### config.mk
export PLATFORM = sky130hd
export DESIGN_NAME = additive_voice_loader
export DESIGN_NICKNAME = d
export VERILOG_FILES = /design/src/hw/rtl/avl_pkg.sv /design/src/hw/rtl/avl_queue.sv /design/src/hw/rtl/avl_front.sv /design/src/hw/rtl/avl_divider.sv /design/src/hw/rtl/avl_back.sv /design/src/hw/rtl/additive_voice_loader.sv
export SDC_FILE = /design/constraint.sdc
export NUM_CORES = 2
export LEC_CHECK = 0
export ABC_AREA = 1
export BUFFER_PORTS_ARGS = -buffer_cell sky130_fd_sc_hd__buf_2
export CAP_MARGIN = 20
export CELL_PAD_IN_SITES_DETAIL_PLACEMENT = 1
export CELL_PAD_IN_SITES_GLOBAL_PLACEMENT = 1
export CORE_MARGIN = 3
export CORE_UTILIZATION = 30
export DETAILED_ROUTE_END_ITERATION = 8
export HOLD_SLACK_MARGIN = 0.12
export PLACE_DENSITY = 0.61
export SETUP_SLACK_MARGIN = 0.3
export SLEW_MARGIN = 10
export SYNTH_ARGS = -nofsm -noshare
export SYNTH_HDL_FRONTEND = slang
export SYNTH_SLANG_ARGS = --single-unit
### constraint.sdc
create_clock -name clk -period 6.1 [get_ports clk]
set_input_delay 0.915 -clock clk [delete_from_list [all_inputs] [get_ports clk]]
set_output_delay 0.915 -clock clk [all_outputs]
set_load 0.01 [all_outputs]
### src/hw/rtl/avl_pkg.sv
// ----------------------------------------------------------------------------
// avl_pkg: shared types and constants
// Beat formats, queue entry format, pitch and choir weight tables.
// ----------------------------------------------------------------------------
package avl_pkg;

  localparam int FREQ_W  = 20;
  localparam int AMP_W   = 16;
  localparam int PITCH_W = 25;
  localparam int ACC_W   = PITCH_W + 3;
  localparam int NUM_W   = AMP_W + 8;
  localparam int QUO_W   = 8;
  localparam int PART_W  = 3;

  localparam int CMD_DEPTH = 2;
  localparam int RES_DEPTH = 2;

  localparam logic [5:0] LOW_BASE_LIMIT = 6'd11;

  localparam logic CMD_NOTE  = 1'b0;
  localparam logic CMD_FLUSH = 1'b1;

  typedef struct packed {
    logic       command;
    logic [5:0] voice_base;
    logic [6:0] midi_note;
    logic [6:0] velocity;
  } item_t;

  typedef struct packed {
    logic [5:0]  voice_index;
    logic [15:0] frequency_quarter_hz;
    logic [7:0]  amplitude;
    logic        last;
  } result_t;

  typedef struct packed {
    logic               flush;
    logic               low_base;
    logic [5:0]         base;
    logic [PITCH_W-1:0] pitch;
    logic [6:0]         velocity;
  } cmd_t;

  // top octave pitch, quarter hertz with 8 fraction bits
  function automatic logic [PITCH_W-1:0] avl_top_octave(input logic [3:0] semi);
    logic [PITCH_W-1:0] p;
    unique case (semi)
      4'd0:    p = 25'd17145893;
      4'd1:    p = 25'd18165441;
      4'd2:    p = 25'd19245614;
      4'd3:    p = 25'd20390018;
      4'd4:    p = 25'd21602472;
      4'd5:    p = 25'd22887021;
      4'd6:    p = 25'd24247954;
      4'd7:    p = 25'd25689813;
      4'd8:    p = 25'd27217409;
      4'd9:    p = 25'd28835840;
      4'd10:   p = 25'd30550508;
      4'd11:   p = 25'd32367136;
      default: p = '0;
    endcase
    return p;
  endfunction

  // choir weights times 50; low bases use the weights divided by 2.5
  function automatic logic [7:0] avl_weight(input logic [PART_W-1:0] k, input logic low);
    logic [7:0] w;
    unique case (k)
      3'd0:    w = low ? 8'd70 : 8'd175;
      3'd1:    w = low ? 8'd32 : 8'd80;
      3'd2:    w = low ? 8'd14 : 8'd35;
      3'd3:    w = low ? 8'd74 : 8'd185;
      3'd4:    w = low ? 8'd20 : 8'd50;
      3'd5:    w = low ? 8'd40 : 8'd100;
      default: w = 8'd0;
    endcase
    return w;
  endfunction

endpackage

### src/hw/rtl/avl_queue.sv
// ----------------------------------------------------------------------------
// avl_queue: small synchronous queue
// Register-based first-in first-out store with full and empty flags.
// ----------------------------------------------------------------------------
module avl_queue #(
  parameter int WIDTH = 8,
  parameter int DEPTH = 2
) (
  input  logic             clk,
  input  logic             rst,
  input  logic             wr_en,
  input  logic [WIDTH-1:0] wr_data,
  output logic             full,
  input  logic             rd_en,
  output logic [WIDTH-1:0] rd_data,
  output logic             empty
);

  localparam int AW = (DEPTH > 1) ? $clog2(DEPTH) : 1;

  logic [WIDTH-1:0] store [DEPTH];
  logic [AW-1:0]    wr_ptr;
  logic [AW-1:0]    rd_ptr;
  logic [AW:0]      count;
  logic             do_wr;
  logic             do_rd;

  assign full    = (count == (AW+1)'(DEPTH));
  assign empty   = (count == '0);
  assign do_wr   = wr_en && !full;
  assign do_rd   = rd_en && !empty;
  assign rd_data = store[rd_ptr];

  always_ff @(posedge clk) begin
    if (do_wr) begin
      store[wr_ptr] <= wr_data;
    end
  end

  always_ff @(posedge clk) begin
    if (rst) begin
      wr_ptr <= '0;
      rd_ptr <= '0;
      count  <= '0;
    end else begin
      if (do_wr) begin
        wr_ptr <= (wr_ptr == AW'(DEPTH - 1)) ? '0 : wr_ptr + 1'b1;
      end
      if (do_rd) begin
        rd_ptr <= (rd_ptr == AW'(DEPTH - 1)) ? '0 : rd_ptr + 1'b1;
      end
      unique case ({do_wr, do_rd})
        2'b10:   count <= count + 1'b1;
        2'b01:   count <= count - 1'b1;
        default: count <= count;
      endcase
    end
  end

endmodule

### src/hw/rtl/avl_front.sv
// ----------------------------------------------------------------------------
// avl_front: item classifier
// Sorts note and flush beats and resolves note pitch and weight set.
// ----------------------------------------------------------------------------
module avl_front (
  input  avl_pkg::item_t item,
  output avl_pkg::cmd_t  cmd
);

  import avl_pkg::*;

  // m / 12 as (m * 171) >> 11, exact for m below 140
  localparam logic [15:0] RECIP_12   = 16'd171;
  localparam int          RECIP_SH   = 11;
  localparam logic [3:0]  TOP_OCTAVE = 4'd11;

  logic [7:0]  note_m;
  logic [15:0] recip_prod;
  logic [3:0]  octave;
  logic [7:0]  semi_full;
  logic [3:0]  semi;

  always_comb begin
    note_m     = {1'b0, item.midi_note} + 8'd12;
    recip_prod = 16'(note_m) * RECIP_12;
    octave     = recip_prod[RECIP_SH+3:RECIP_SH];
    semi_full  = note_m - ({4'b0, octave} * 8'd12);
    semi       = semi_full[3:0];

    cmd.flush    = (item.command == CMD_FLUSH);
    cmd.low_base = (item.voice_base < LOW_BASE_LIMIT);
    cmd.base     = item.voice_base;
    cmd.pitch    = avl_top_octave(semi) >> (TOP_OCTAVE - octave);
    cmd.velocity = item.velocity;
  end

endmodule

### src/hw/rtl/avl_divider.sv
// ----------------------------------------------------------------------------
// avl_divider: iterative restoring divider
// Eight-bit quotient, one bit per cycle; numerator below denom times 256.
// ----------------------------------------------------------------------------
module avl_divider #(
  parameter int DEN_W = 22
) (
  input  logic                      clk,
  input  logic                      rst,
  input  logic                      start,
  input  logic [avl_pkg::NUM_W-1:0] numer,
  input  logic [DEN_W-1:0]          denom,
  output logic                      done,
  output logic [avl_pkg::QUO_W-1:0] quotient
);

  import avl_pkg::*;

  logic [DEN_W-1:0] rem;
  logic [DEN_W-1:0] den;
  logic [QUO_W-1:0] low_bits;
  logic [3:0]       steps;
  logic             running;
  logic [DEN_W:0]   trial;
  logic             fits;

  assign trial = {rem, low_bits[QUO_W-1]};
  assign fits  = (trial >= {1'b0, den});

  always_ff @(posedge clk) begin
    if (start) begin
      rem      <= DEN_W'(numer[NUM_W-1:QUO_W]);
      low_bits <= numer[QUO_W-1:0];
      den      <= denom;
    end else if (running) begin
      rem      <= fits ? DEN_W'(trial - {1'b0, den}) : trial[DEN_W-1:0];
      quotient <= {quotient[QUO_W-2:0], fits};
      low_bits <= {low_bits[QUO_W-2:0], 1'b0};
    end
  end

  always_ff @(posedge clk) begin
    if (rst) begin
      running <= 1'b0;
      steps   <= '0;
      done    <= 1'b0;
    end else begin
      done <= 1'b0;
      if (start) begin
        running <= 1'b1;
        steps   <= 4'(QUO_W);
      end else if (running) begin
        steps <= steps - 1'b1;
        if (steps == 4'd1) begin
          running <= 1'b0;
          done    <= 1'b1;
        end
      end
    end
  end

endmodule

### src/hw/rtl/avl_back.sv
// ----------------------------------------------------------------------------
// avl_back: voice store and sequencer
// Writes note partials, sums amplitudes and emits normalised voice beats.
// ----------------------------------------------------------------------------
module avl_back #(
  parameter int VOICE_COUNT   = 48,
  parameter int PARTIAL_COUNT = 6
) (
  input  logic             clk,
  input  logic             rst,
  input  logic             cmd_empty,
  input  avl_pkg::cmd_t    cmd,
  output logic             cmd_pop,
  input  logic             res_full,
  output avl_pkg::result_t res,
  output logic             res_push
);

  import avl_pkg::*;

  localparam int VW    = $clog2(VOICE_COUNT);
  localparam int SUM_W = AMP_W + VW;

  localparam logic [2:0] S_IDLE     = 3'd0;
  localparam logic [2:0] S_NOTE     = 3'd1;
  localparam logic [2:0] S_SUM      = 3'd2;
  localparam logic [2:0] S_SUM_LAST = 3'd3;
  localparam logic [2:0] S_RD       = 3'd4;
  localparam logic [2:0] S_LOAD     = 3'd5;
  localparam logic [2:0] S_DIV      = 3'd6;
  localparam logic [2:0] S_PUSH     = 3'd7;

  logic [FREQ_W-1:0] freq_mem [VOICE_COUNT];
  logic [AMP_W-1:0]  amp_mem  [VOICE_COUNT];
  logic [VOICE_COUNT-1:0] valid;

  logic [2:0]        state;
  cmd_t              cur;
  logic [PART_W-1:0] k;
  logic [ACC_W-1:0]  f_acc;
  logic [VW-1:0]     idx;
  logic [SUM_W-1:0]  sum;
  logic              acc_en;
  logic [15:0]       out_freq;

  logic [FREQ_W-1:0] rd_freq;
  logic [AMP_W-1:0]  rd_amp;
  logic              rd_ok;
  logic [FREQ_W-1:0] rd_freq_eff;
  logic [AMP_W-1:0]  rd_amp_eff;

  logic [6:0]        vnum;
  logic              wr_en;
  logic [AMP_W-1:0]  amp_w;
  logic              is_last;

  logic              div_start;
  logic              div_done;
  logic [QUO_W-1:0]  div_q;
  logic [NUM_W-1:0]  div_num;

  assign vnum        = {1'b0, cur.base} + 7'(k);
  assign wr_en       = (state == S_NOTE) && (vnum < 7'(VOICE_COUNT));
  assign amp_w       = AMP_W'(cur.velocity) * AMP_W'(avl_weight(k, cur.low_base));
  assign rd_freq_eff = rd_ok ? rd_freq : '0;
  assign rd_amp_eff  = rd_ok ? rd_amp : '0;
  assign is_last     = (idx == VW'(VOICE_COUNT - 1));
  assign cmd_pop     = (state == S_IDLE) && !cmd_empty;
  assign div_start   = (state == S_LOAD);
  assign div_num     = NUM_W'({rd_amp_eff, 8'b0}) - NUM_W'(rd_amp_eff);
  assign res_push    = (state == S_PUSH) && !res_full;

  always_comb begin
    res.voice_index          = 6'(idx);
    res.frequency_quarter_hz = out_freq;
    res.amplitude            = (sum == '0) ? 8'd0 : div_q;
    res.last                 = is_last;
  end

  avl_divider #(
    .DEN_W (SUM_W)
  ) u_divider (
    .clk      (clk),
    .rst      (rst),
    .start    (div_start),
    .numer    (div_num),
    .denom    (sum),
    .done     (div_done),
    .quotient (div_q)
  );

  // voice store: one write port, one registered read port
  always_ff @(posedge clk) begin
    if (wr_en) begin
      freq_mem[vnum[VW-1:0]] <= f_acc[ACC_W-1:8];
      amp_mem[vnum[VW-1:0]]  <= amp_w;
    end
    rd_freq <= freq_mem[idx];
    rd_amp  <= amp_mem[idx];
  end

  always_ff @(posedge clk) begin
    if (rst) begin
      valid <= '0;
      rd_ok <= 1'b0;
    end else begin
      if (wr_en) begin
        valid[vnum[VW-1:0]] <= 1'b1;
      end
      rd_ok <= valid[idx];
    end
  end

  always_ff @(posedge clk) begin
    if (cmd_pop) begin
      cur   <= cmd;
      f_acc <= ACC_W'(cmd.pitch);
    end else if (state == S_NOTE) begin
      f_acc <= f_acc + ACC_W'(cur.pitch);
    end
    if (state == S_LOAD) begin
      out_freq <= (|rd_freq_eff[FREQ_W-1:16]) ? 16'hFFFF : rd_freq_eff[15:0];
    end
  end

  always_ff @(posedge clk) begin
    if (rst) begin
      state  <= S_IDLE;
      k      <= '0;
      idx    <= '0;
      sum    <= '0;
      acc_en <= 1'b0;
    end else begin
      acc_en <= (state == S_SUM);
      if (acc_en) begin
        sum <= sum + SUM_W'(rd_amp_eff);
      end
      unique case (state)
        S_IDLE: begin
          if (!cmd_empty) begin
            k   <= '0;
            idx <= '0;
            if (cmd.flush) begin
              sum   <= '0;
              state <= S_SUM;
            end else begin
              state <= S_NOTE;
            end
          end
        end
        S_NOTE: begin
          k <= k + 1'b1;
          if (k == PART_W'(PARTIAL_COUNT - 1)) begin
            state <= S_IDLE;
          end
        end
        S_SUM: begin
          if (is_last) begin
            state <= S_SUM_LAST;
          end else begin
            idx <= idx + 1'b1;
          end
        end
        S_SUM_LAST: begin
          idx   <= '0;
          state <= S_RD;
        end
        S_RD: begin
          state <= S_LOAD;
        end
        S_LOAD: begin
          state <= S_DIV;
        end
        S_DIV: begin
          if (div_done) begin
            state <= S_PUSH;
          end
        end
        S_PUSH: begin
          if (!res_full) begin
            if (is_last) begin
              state <= S_IDLE;
            end else begin
              idx   <= idx + 1'b1;
              state <= S_RD;
            end
          end
        end
        default: state <= S_IDLE;
      endcase
    end
  end

endmodule

### src/hw/rtl/additive_voice_loader.sv
// Note beat: waits in the input queue until the idle back end pops it, then the back end
//   writes its partials; further beats are taken while the input queue has room.
// Flush beat: one amplitude summing pass over all voices, then per voice the steps read,
//   load, quotient divide and push; the push waits while the result queue is full.
// Reset (rst, synchronous): queues empty, all voices read as zero.
// ----------------------------------------------------------------------------
// additive_voice_loader: additive synthesis voice loader
// Keeps per-voice frequency and amplitude, emits normalised voice settings.
// ----------------------------------------------------------------------------
module additive_voice_loader #(
  parameter int VOICE_COUNT   = 48,
  parameter int PARTIAL_COUNT = 6
) (
  input  logic             clk,
  input  logic             rst,
  input  logic             push,
  output logic             full,
  input  avl_pkg::item_t   item,
  output logic             empty,
  input  logic             pop,
  output avl_pkg::result_t result
);

  import avl_pkg::*;

  cmd_t    front_cmd;
  cmd_t    queued_cmd;
  logic    cmd_empty;
  logic    cmd_pop;
  result_t back_res;
  logic    res_full;
  logic    res_push;

  avl_front u_front (
    .item (item),
    .cmd  (front_cmd)
  );

  avl_queue #(
    .WIDTH ($bits(cmd_t)),
    .DEPTH (CMD_DEPTH)
  ) u_cmd_queue (
    .clk     (clk),
    .rst     (rst),
    .wr_en   (push),
    .wr_data (front_cmd),
    .full    (full),
    .rd_en   (cmd_pop),
    .rd_data (queued_cmd),
    .empty   (cmd_empty)
  );

  avl_back #(
    .VOICE_COUNT   (VOICE_COUNT),
    .PARTIAL_COUNT (PARTIAL_COUNT)
  ) u_back (
    .clk       (clk),
    .rst       (rst),
    .cmd_empty (cmd_empty),
    .cmd       (queued_cmd),
    .cmd_pop   (cmd_pop),
    .res_full  (res_full),
    .res       (back_res),
    .res_push  (res_push)
  );

  avl_queue #(
    .WIDTH ($bits(result_t)),
    .DEPTH (RES_DEPTH)
  ) u_res_queue (
    .clk     (clk),
    .rst     (rst),
    .wr_en   (res_push),
    .wr_data (back_res),
    .full    (res_full),
    .rd_en   (pop),
    .rd_data (result),
    .empty   (empty)
  );

endmodule

==> flow_summary.toml <==
[outcome]
status = "complete, but fails checks"
violations = "design-rule violations"

[critical_path]
max_stage_delay_ns = 0.55
rrSetupSlack_ns = 0.63
cp_slowest_cell = "fa_1"
arrival_ns = 6.21
cp_max_fo = 12
reg2reg_to = "u_back.amp_mem[16][13]$_DFFE_PP_"
critPathLaunchType = "register"
required_ns = 6.84
r2r-start = "u_back.k[0]$_SDFFE_PP0P_"
end_kind = "register"
crit_start = "u_back.k[0]$_SDFFE_PP0P_"
reg2reg_depth = 29
cp-endpoint = "u_back.amp_mem[16][13]$_DFFE_PP_"
criticalPathCategory = "reg2reg"

[logic_synthesis]
yosysWarnings = 0
yosys-top-cells-count = "1956 x edfxtp_1, 1183 x nor2_1, 1008 x o21ai_0, 793 x nand2_1, 341 x clkbuf_1"
yosys.area.top_type = "edfxtp_1"
syn_nets = 7636
netlist_area_mm2 = 0.08882
synth_most_common_cell = "edfxtp_1"
synth_seq_area_share = 0.6937
async_reset_ff_frac = 0
syn_inst = 7399
synth_top_area_frac = 0.6613
syn_area_per_cell_um2 = 12.00
synth_edf_count = 1956
synth.area.top_cells = "edfxtp_1 66%, o21ai_0 5.7%, nor2_1 5.0%, nand2_1 3.4%, dfxtp_1 3.2%"
synthDistinctLibCells = 57
synth_top_flop_cell = "edfxtp_1"
synth-seq-cells = 2100

[placed_design]
placed_area_mm2 = 0.09523
gp_congestion = 0.8007
io_buffers = 57
dp_cells = 11160
dpl.hpwl_um = 168600

[finish]
fillers = 31510
final_layout_size_suffix_gt1_frac = 0.1076
fin_cells = 11580
area_growth_pct = 15.75
fin_area_mm2 = 0.1028
final_nets = 7711

[timing]
max_freq_ghz = 0.1829
period_share = 0.8965
tightestPinTransition_ns = 1.192
final_max_slew_viol_count = 0
hold_viol_final = 0
rsz0062_at_grt = "no"
slew_headroom = 0.2056
worst_clock_skew_ns = 0.07272
min_period_ns = 5.468
setup_viol = 0
tns_ns = 0

[drt]
met2WireLength_um = 138100
drt_pass1_iterations = 7
drtIter0Drc = 5839
wl_met3_um = 15490
remaining_drc_errors = 2
drt-total-wl_um = 288300
wl_per_cell_um = 24.89
drtAntennaViolNets = 0
via_count = 60980
wl_met1_um = 125700
topRoutingLayerUsed = "met5"
avgViaCountPerCell = 5.265

[floorplanning]
coreArea_mm2 = 0.2943
ios = 58
placementRows = 199
dieArea_mm2 = 0.3026
die_h_um = 550.1
fp.dieW_um = 550.1
initial_core_util = 0.3018

[grt]
grt_max_degree = 227
first_global_vias = 62720
grt_pass1_wl_um = 420700
grt.total_usage = 0.1841
antenna_found_initial = 12
overflow = 0

[clock_tree]
clkLatencyLatePin_ns = 0.90
cts_buffers = 225
clk_pin_slew_ns = 0.06
hold_buffers = 0
cts_root_buffer = "clkbuf_16"
numClockSinks = 2100
tritoncts = "done"
clockBufferDepth = 4
htree_levels = 4

[flow_run]
drv_cap = 0

[hold_path]
hold_path_class = "in2reg"
layout make-up:
cell class	count	area, um^2	share of cell area
clock inverter	122	1316	0.01280
clock buffer	289	6036	0.05871
multi-input combinational	4533	24990	0.2430
sequential	2100	61650	0.5996
inverter	348	1345	0.01308
antenna	5	12.51	0.0001217
timing repair buffer	266	2567	0.02497
tap	3919	4903	0.04769
placed cells by master, fill, tap and decap left out, types with 38 or more instances in the layout:
cell type,instances
clkbuf_16,231
dfxtp_1,136
clkinv_2,49
inv_1,326
a21oi_1,166
a31oi_1,52
o221ai_1,168
clkbuf_1,52
buf_4,152
nand2_1,790
nand3_1,273
nor2_1,1122
buf_12,53
ha_1,161
clkinv_1,38
o21ai_0,1003
o211ai_1,65
fa_1,44
nor2_4,55
o22ai_1,268
nand4_1,65
buf_2,57
edfxtp_1,1956
worst min path at each step:
stage,endpoint,start,cells past startpoint
6_report,u_cmd_queue.store[0][2]$_DFFE_PP_,item[2],1
5_1_grt,u_cmd_queue.store[0][2]$_DFFE_PP_,item[2],1
4_1_cts,u_cmd_queue.store[0][2]$_DFFE_PP_,item[2],1
3_5_place_dp,u_back.u_divider.quotient[2]$_DFFE_PP_,u_back.u_divider.quotient[1]$_DFFE_PP_,0
3_3_place_gp,u_res_queue.store[0][10]$_DFFE_PP_,u_back.out_freq[1]$_SDFFCE_PP1P_,0
2_1_floorplan,u_back.u_divider.den[20]$_DFFE_PP_,u_back.sum[20]$_SDFF_PP0_,0
flip-flops by register name, indices dropped and copies added, names as in the netlist, 2 cells and up, named ones only:
name / flops
u_back.rd_amp: 15
u_back.amp_mem: 720
u_res_queue.count: 2
u_res_queue.store: 62
u_back.valid: 48
u_back.sum: 22
u_back.state: 3
u_back.u_divider.rem: 22
u_back.k: 3
u_back.f_acc: 28
u_back.u_divider.steps: 4
u_back.u_divider.quotient: 8
u_back.idx: 6
u_back.out_freq: 16
u_back.cur: 39
u_back.u_divider.low_bits: 8
u_cmd_queue.count: 2
u_cmd_queue.store: 80
u_back.u_divider.den: 22
u_back.rd_freq: 20
u_back.freq_mem: 960
per-layer routing:
layer / track usage / vias to the layer above
met1: 0.2482 / 31610
met5: 0 / -
met3: 0.02287 / 482
li1: - / 27150
met2: 0.3109 / 1732
met4: 0.05320 / 2
logic make-up after synthesis:
family          synth area share
buf+inv                  0.03333
fa+ha+maj                0.03358
compound gates            0.1187
mux                     0.003930
flops                     0.6937
xor+xnor                0.006184
simple gates              0.1106
through the flow:
stage	utilization	setup slack, ns	hold WS (ns)
2_1_floorplan	-	0.2535	0.4082
4_1_cts	0.3486	0.3082	0.1774
3_5_place_dp	0.3236	0.02439	0.4395
3_3_place_gp	0.3236	0.08268	0.4313
6_report	0.3493	0.6316	0.2442
5_1_grt	0.3493	0.2932	0.2004
worst max-delay path: cells and delay by family (launching register included):
family	cells	cell delay, ns
xor gates and xnor gates	1	0.23
DFF	1	0.37
and+or+nand+nor	7	0.67
AOI/OAI and AO/OA	5	0.54
buffers and inverters	10	1.09
adders and majority gates	6	2.46
timing repair:
item                                    4_1_cts  5_1_grt
pin swaps                                     0        6
gates cloned                                  0        3
setup buffers                                 0        5
gates resized for setup                       4       34
endpoints found under the setup margin       96      336
Power is not shown: default switching activity piles up to over one toggle a cycle in this logic, so the estimate is an artifact.
